### config.mk
export PLATFORM = sky130hd
export DESIGN_NAME = htd_tree_build
export DESIGN_NICKNAME = d
export VERILOG_FILES = /design/src/design/htd_pkg.sv /design/src/design/htd_tree_build.sv
export SDC_FILE = /design/constraint.sdc
export NUM_CORES = 2
export LEC_CHECK = 0
export BUFFER_PORTS_ARGS = -buffer_cell sky130_fd_sc_hd__buf_2
export CAP_MARGIN = 40
export CORE_MARGIN = 1.5
export CORE_UTILIZATION = 25
export DETAILED_ROUTE_END_ITERATION = 7
export SLEW_MARGIN = 20
export SYNTH_ARGS = -nofsm -noshare
export SYNTH_HDL_FRONTEND = slang
export SYNTH_SLANG_ARGS = --single-unit
### constraint.sdc
create_clock -name i_clk -period 9.07 [get_ports i_clk]
set_clock_uncertainty 0.15 [all_clocks]
set_input_delay 0.907 -clock i_clk [delete_from_list [all_inputs] [get_ports i_clk]]
set_output_delay 0.907 -clock i_clk [all_outputs]
set_load 0.05 [all_outputs]
### src/design/htd_pkg.sv
package htd_pkg;

    // Tree capacity
    localparam int MAX_LEAVES = 256;
    localparam int NODE_CAP   = 2 * MAX_LEAVES - 1;
    localparam int IDX_W      = $clog2(NODE_CAP);
    localparam int NODE_DEPTH = 2 ** IDX_W;
    localparam int STACK_AW   = $clog2(MAX_LEAVES);
    localparam int DEPTH_W    = STACK_AW + 1;
    localparam int USED_W     = IDX_W + 1;

    // Field widths
    localparam int SYM_W  = 8;
    localparam int CNT_W  = 31;
    localparam int TREE_W = 9;
    localparam int BIT_W  = 3;
    localparam int PEND_W = 4;

    // APB port
    localparam int APB_AW = 3;
    localparam int APB_DW = 32;

    // Symbol-bit countdown codes
    localparam logic [PEND_W-1:0] PEND_TAG  = 4'd0;
    localparam logic [PEND_W-1:0] PEND_LAST = 4'd1;
    localparam logic [PEND_W-1:0] PEND_FULL = 4'd8;
    localparam logic [PEND_W-1:0] PEND_DONE = 4'd15;

    typedef struct packed {
        logic             leaf;
        logic [SYM_W-1:0] sym;
        logic [IDX_W-1:0] left;
        logic [IDX_W-1:0] right;
    } t_node;

    typedef struct packed {
        logic             en;
        logic [IDX_W-1:0] addr;
        t_node            data;
    } t_node_wr;

    typedef enum logic [0:0] {
        REG_OUTPUT_LENGTH = 1'b0,
        REG_TREE_BYTES    = 1'b1
    } t_reg;

endpackage

### src/design/htd_tree_build.sv
module htd_tree_build import htd_pkg::*; (
    input  logic     i_clk,
    input  logic     i_rst_n,
    input  logic     i_rd,
    input  logic     i_step,
    input  logic     i_bit,
    output t_node_wr o_node_wr,
    output logic     o_depth_nz
);

    logic [IDX_W-1:0]    r_stack [MAX_LEAVES];
    logic [IDX_W-1:0]    r_st_q;
    logic [IDX_W-1:0]    r_top;
    logic [DEPTH_W-1:0]  r_depth, n_depth;
    logic [USED_W-1:0]   r_used, n_used;
    logic [PEND_W-1:0]   r_pend, n_pend;
    logic [SYM_W-1:0]    r_sym, n_sym;
    logic [DEPTH_W-1:0]  w_dm2;
    logic [STACK_AW-1:0] w_st_wa;
    logic [IDX_W-1:0]    w_st_wd;
    logic                w_st_we;
    logic                w_room_node;
    logic                w_room_leaf;
    t_node_wr            w_wr;

    // second entry from the top; the top itself lives in r_top
    assign w_dm2       = r_depth - DEPTH_W'(2);
    assign w_room_node = r_used < USED_W'(NODE_CAP);
    assign w_room_leaf = (r_depth < DEPTH_W'(MAX_LEAVES)) && w_room_node;

    always_comb begin
        n_depth = r_depth;
        n_used  = r_used;
        n_pend  = r_pend;
        n_sym   = r_sym;
        w_wr    = '0;
        w_st_we = 1'b0;
        w_st_wa = r_depth[STACK_AW-1:0];
        w_st_wd = r_used[IDX_W-1:0];
        if (i_step && r_pend != PEND_DONE) begin
            if (r_pend != PEND_TAG) begin
                n_sym  = {r_sym[SYM_W-2:0], i_bit};
                n_pend = r_pend - PEND_LAST;
                if (r_pend == PEND_LAST && w_room_leaf) begin
                    w_wr.en        = 1'b1;
                    w_wr.addr      = r_used[IDX_W-1:0];
                    w_wr.data.leaf = 1'b1;
                    w_wr.data.sym  = n_sym;
                    w_st_we        = 1'b1;
                    n_depth        = r_depth + DEPTH_W'(1);
                    n_used         = r_used + USED_W'(1);
                end
            end else if (i_bit) begin
                n_pend = PEND_FULL;
            end else if (r_depth == DEPTH_W'(1)) begin
                n_pend = PEND_DONE;
            end else if (r_depth != '0 && w_room_node) begin
                // pop right (top) and left, push parent over them
                w_wr.en         = 1'b1;
                w_wr.addr       = r_used[IDX_W-1:0];
                w_wr.data.left  = r_st_q;
                w_wr.data.right = r_top;
                w_st_we         = 1'b1;
                w_st_wa         = w_dm2[STACK_AW-1:0];
                n_depth         = r_depth - DEPTH_W'(1);
                n_used          = r_used + USED_W'(1);
            end
        end
    end

    always_ff @(posedge i_clk) begin
        if (!i_rst_n) begin
            r_depth <= '0;
            r_used  <= '0;
            r_pend  <= PEND_TAG;
            r_sym   <= '0;
        end else begin
            r_depth <= n_depth;
            r_used  <= n_used;
            r_pend  <= n_pend;
            r_sym   <= n_sym;
        end
    end

    always_ff @(posedge i_clk) begin
        if (w_st_we) begin
            r_stack[w_st_wa] <= w_st_wd;
        end
        if (i_rd) begin
            r_st_q <= r_stack[w_dm2[STACK_AW-1:0]];
        end
        if (w_wr.en) begin
            r_top <= w_wr.addr;
        end
    end

    assign o_node_wr  = w_wr;
    assign o_depth_nz = r_depth != '0;

    a_used_covers_depth: assert property (@(posedge i_clk) disable iff (!i_rst_n)
        r_depth != '0 |-> r_used >= USED_W'(r_depth))
        else $error("node count below stack depth");

    a_done_single_root: assert property (@(posedge i_clk) disable iff (!i_rst_n)
        r_pend == PEND_DONE |-> r_depth == DEPTH_W'(1))
        else $error("tree closed with other than one node on stack");

endmodule

Word-level counts from Yosys, hierarchy flattened:

Memory sizes are Yosys's and may differ from the RTL's. A register that Yosys moved wholly into a read port is not among the register bits.
Index checks and enable logic that the tools add are counted.

* bits in registers: 39
* bits in latches: 0
* memory bits (writable): 2304
* memory bits (read-only): 0
* logic and storage cells: 67
* memories kept: 1

* $add $sub $neg: 5
* $mul: 0
* divide/modulo/power cells: 0
* order comparisons: 2
* equality and inequality tests: 6
* shift-type cells: 0
* mux-type cells: 37
* bitwise logic cells: 0
* reductions and logical operators: 11

Memory list
* r_stack: words 256, width 9, rd ports 1, clocked after Yosys merged registers in 1, wr ports 1, line htd_tree_build.sv:11 `logic [IDX_W-1:0] r_stack [MAX_LEAVES];`

Operators by type and width (number)
* $mux 10: 9
* $mux 18: 4
* $mux 9: 6
* $mux 8: 5
* $mux 37: 1
* $mux 19: 1
* $mux 4: 3
* $add 10x1->10 const B: 1
* $lt 10x9->1 const B: 1
* $add 9x1->9 const B: 1
* $eq 9x1->1 const B: 1
* $lt 9x9->1 const B: 1
* $reduce_bool 9->1: 1
* $sub 9x1->9 const B: 1
* $mux 1: 8
* $sub 8x2->8 const B: 1
* $reduce_and 5->1: 1
* $eq 4x1->1 const B: 1
* $logic_and 1x1->1: 4
* $ne 2x1->1 const B: 2
* $ne 4x4->1 const B: 1
* $reduce_and 2->1: 2
* $reduce_bool 4->1: 1
* $sub 4x1->4 const B: 1
* 3 further kinds: 3

Depth between registers and ports, before layout:

* depth in word-level cells: 9
* depth in mapped cells: 19
* gate-level depth less buffers: 8

Least setup slack after synthesis:

OpenSTA, ideal clock, no wires.

* path kind: flip-flop to output port
* start: reg r_used[3]
* end: out o_node_wr[28] in the netlist's numbering
* arrival: 6.352 ns
* required time: 8.013 ns
* path slack: 1.661 ns
* stages on the path, launching flop included: 8
* path buffers: 2
* cell sequence: dfxtp_1 nand4_1 or3_1 and3_1 nand2b_1 clkbuf_1 clkbuf_1 and2_1

RTL lines
* from (decl): line htd_tree_build.sv:15 `logic [USED_W-1:0] r_used, n_used;`
* from (signal assigned): line htd_tree_build.sv:79 `r_used <= n_used;`
* to (decl): line htd_tree_build.sv:7 `output t_node_wr o_node_wr,`

==> results.sh <==
export IMPL_async_flop_share_pct=0
export IMPL_critPathArrivalTime_ps=5030
export IMPL_cp_start_kind="flop"
export IMPL_cts_made_buffers=234
export IMPL_rsz0062_at_grt="false"
export IMPL_relSlewSlack_pct=14.2
export IMPL_clockBufferDepth=4
export IMPL_final_hold_viol_count=0
export IMPL_start_util_pct=25.2
export IMPL_antenna_found_initial=11
export IMPL_reg2regPathDepth=9
export IMPL_root_buffer="clkbuf_16"
export IMPL_power_density_nw_per_um2=224
export IMPL_nets=4837
export IMPL_synth_edff_count=2322
export IMPL_io_buffers=42
export IMPL_grt_pass1_wl_um=345000
export IMPL_grt_pass1_vias=47100
export IMPL_area_growth_pct=17.6
export IMPL_synthesis_area_um2=93000
export IMPL_finalInstanceArea_um2=109000
export IMPL_yosys_area_share_simple_pct=3.52
export IMPL_core_area_um2=369000
export IMPL_instances_no_fill=9982
export IMPL_post_cts_buffers=0
export IMPL_fp_dieH_um=613
export IMPL_dpl_cell_area_um2=101000
export IMPL_crit_type="flop to output port"
export IMPL_syn_nets=4484
export IMPL_slowest_delay_ps=860
export IMPL_htreeDepth=4
export IMPL_hpwl_um=151000
export IMPL_synthFlopType="edfxtp_1"
export IMPL_final_util_pct=29.6
export IMPL_postSynthAreaPerCell_um2=20.8
export IMPL_grt_overflow=0
export IMPL_die_area_um2=376000
export IMPL_dr_pass1_iters=6
export IMPL_synthCells=4467
export IMPL_grt_max_degree=163
export IMPL_tightest_slew_ps=1290
export IMPL_wl_per_cell_um=24.2
export IMPL_fillCellCount=35800
export IMPL_outcome="finished, final reports clean"
export IMPL_die_w_um=613
export IMPL_worstPathRequired_ps=8010
export IMPL_holdPathStages=2
export IMPL_synthMuxAreaShare_pct=15.9
export IMPL_route_vias_total=47100
export IMPL_synth_top_family_by_area="multiplexers"
export IMPL_setup_viol=0
export IMPL_ys_ff_latch=2352
export IMPL_gp_congestion=0.864
export IMPL_avgViaCountPerCell=4.72
export IMPL_multi_input_area_um2=21200
export IMPL_seqCellArea_um2=70400
export IMPL_synth_fa_ha_area_share_pct=0.161
export IMPL_drc=0
export IMPL_crit_path_max_fanout=41
export IMPL_fin_setup_tns_ps=0
export IMPL_power_leakage_nw=33.2
export IMPL_ys_warn_count=0
export IMPL_irDropWorstVdd_v=0.000176
export IMPL_post_cts_resized=0
export IMPL_holdCritPathClass="primary input to flop"
export IMPL_ctsHoldBuffers=0
export IMPL_drv_slew=0
export IMPL_placed_cells=9438
export IMPL_dr_first_iter_drc_count=5869
export IMPL_cp_slowest_cell="dfxtp_4"
export IMPL_drt_wl_total_um=241000
export IMPL_max_freq_ghz=0.164
export IMPL_yosysSeqAreaShare_pct=75.6
export IMPL_io_pins=43
export IMPL_clk_pin_slew_worst_paths_ps=60
export IMPL_clock_sinks=2352
export IMPL_cts_tree="built"
export IMPL_rows=223
export IMPL_ant_nets=0
export IMPL_path_cells="inv_1 > ha_1 > nor2_1 > o41a_1 > nand3_2 > nand2b_2 > and2_1 > buf_2"
export IMPL_grt_usage_pct=12.5
export IMPL_finalCritPeriodShare_pct=67.1
export IMPL_synth_compound_area_share_pct=2.80
export IMPL_drv_cap=0
export IMPL_finalPower_mw=24.4
export IMPL_insertion_delay_ps=920
export IMPL_synth_xor_area_share_pct=0.178
export IMPL_synth_distinct_cells=83
export IMPL_cp_end_kind="output port"
export IMPL_fin_crit_ps=6080
export IMPL_final_layout_size_suffix_gt1_share_pct=30.1
metal layers:
layer | up-vias | track usage (%) | part of all wire [%]
li1 | 19400 | - | -
met1 | 25100 | 16.4 | 40
met2 | 2116 | 20.6 | 49
met3 | 437 | 2.39 | 7.8
met4 | 4 | 4.25 | 3.4
met5 | - | 0 | 0.014
power by group:
part	switching (mW)	leakage [nW]	internal [mW]
registers	0.0651	21.4	11.8
logic	1.77	8.12	1.04
clock network	4.14	3.73	5.59
total	5.97	33.2	18.5
layout by cell type, fill, tap and decap left out, drive strengths merged, types with 30 or more instances in the layout:
| cell type | count |
|---|---|
| and2 | 52 |
| nor4 | 31 |
| a21oi | 62 |
| dfxtp | 30 |
| and3 | 34 |
| mux4 | 576 |
| clkbuf | 272 |
| mux2i | 82 |
| clkinv | 101 |
| mux2 | 84 |
| buf | 392 |
| o21ai | 62 |
| nand3 | 60 |
| nor2 | 256 |
| a2111oi | 45 |
| nor3 | 70 |
| inv | 58 |
| nand2 | 90 |
| edfxtp | 2322 |
worst max-delay path, delay by kind of cell, from the launching register on:
family,cells,cell delay (ps)
fa+ha+maj,1,300
simple gates,4,1800
compound gates,1,410
buf+inv,2,690
flops,1,860
sequential cells by signal (all words and copies together) (netlist names):
register / cells
r_stack: 2304
r_sym: 7
r_top: 9
r_st_q: 9
r_used: 10
r_pend: 4
r_depth: 9
stage by stage:
| step | setup WS, ps | hold WS (ps) |
|---|---|---|
| after detailed placement | 3510 | 334 |
| after global routing | 2790 | 222 |
| after floorplan | 1660 | 296 |
| after CTS | 2880 | 203 |
| final | 2990 | 232 |
| after global placement | 3470 | 312 |
synthesized netlist by cell type, types with 52 or more instances:
cell,number,share of area [%]
nor2_1,254,1.0
mux4_2,576,14
and2_1,52,0.35
mux2_2,84,1.0
clkbuf_1,100,0.40
nand3_1,57,0.31
a21oi_1,60,0.32
edfxtp_1,2322,75
mux2i_1,81,0.87
nand2_1,85,0.34
nor3_1,69,0.37
buf_2,109,0.59
logic make-up after synthesis:
family | count (synthesis)
AO/OA/AOI/OAI | 350
AND/OR/NAND/NOR | 660
flip-flops | 2352
multiplexers | 742
adder cells (fa/ha/maj) | 12
XOR/XNOR | 18
buffers and inverters | 333
final cells by class:
type                            instances  area share, %
Clock buffer                          268           5.55
Sequential cell                      2352           64.4
Multi-Input combinational cell       1782           19.4
Tap cell                             4950           5.67
Inverter                               49          0.168
Timing Repair Buffer                  401           3.32
Antenna cell                           25         0.0572
Clock inverter                        155           1.46
worst paths after layout:
kind / from / to / slack [ps]
worst min-delay path: i_rst_n / r_depth[6]$_SDFFE_PN0P_ / 230
worst min register to register: r_used[9]$_SDFFE_PN0P_ / r_used[9]$_SDFFE_PN0P_ / 340
worst max-delay path: r_depth[1]$_SDFFE_PN0P_ / o_node_wr[27] / 2990
worst max register to register: r_depth[1]$_SDFFE_PN0P_ / r_st_q[6]$_DFFE_PP_ / 3420
No activity file was read; power rests on OpenSTA's default activity.
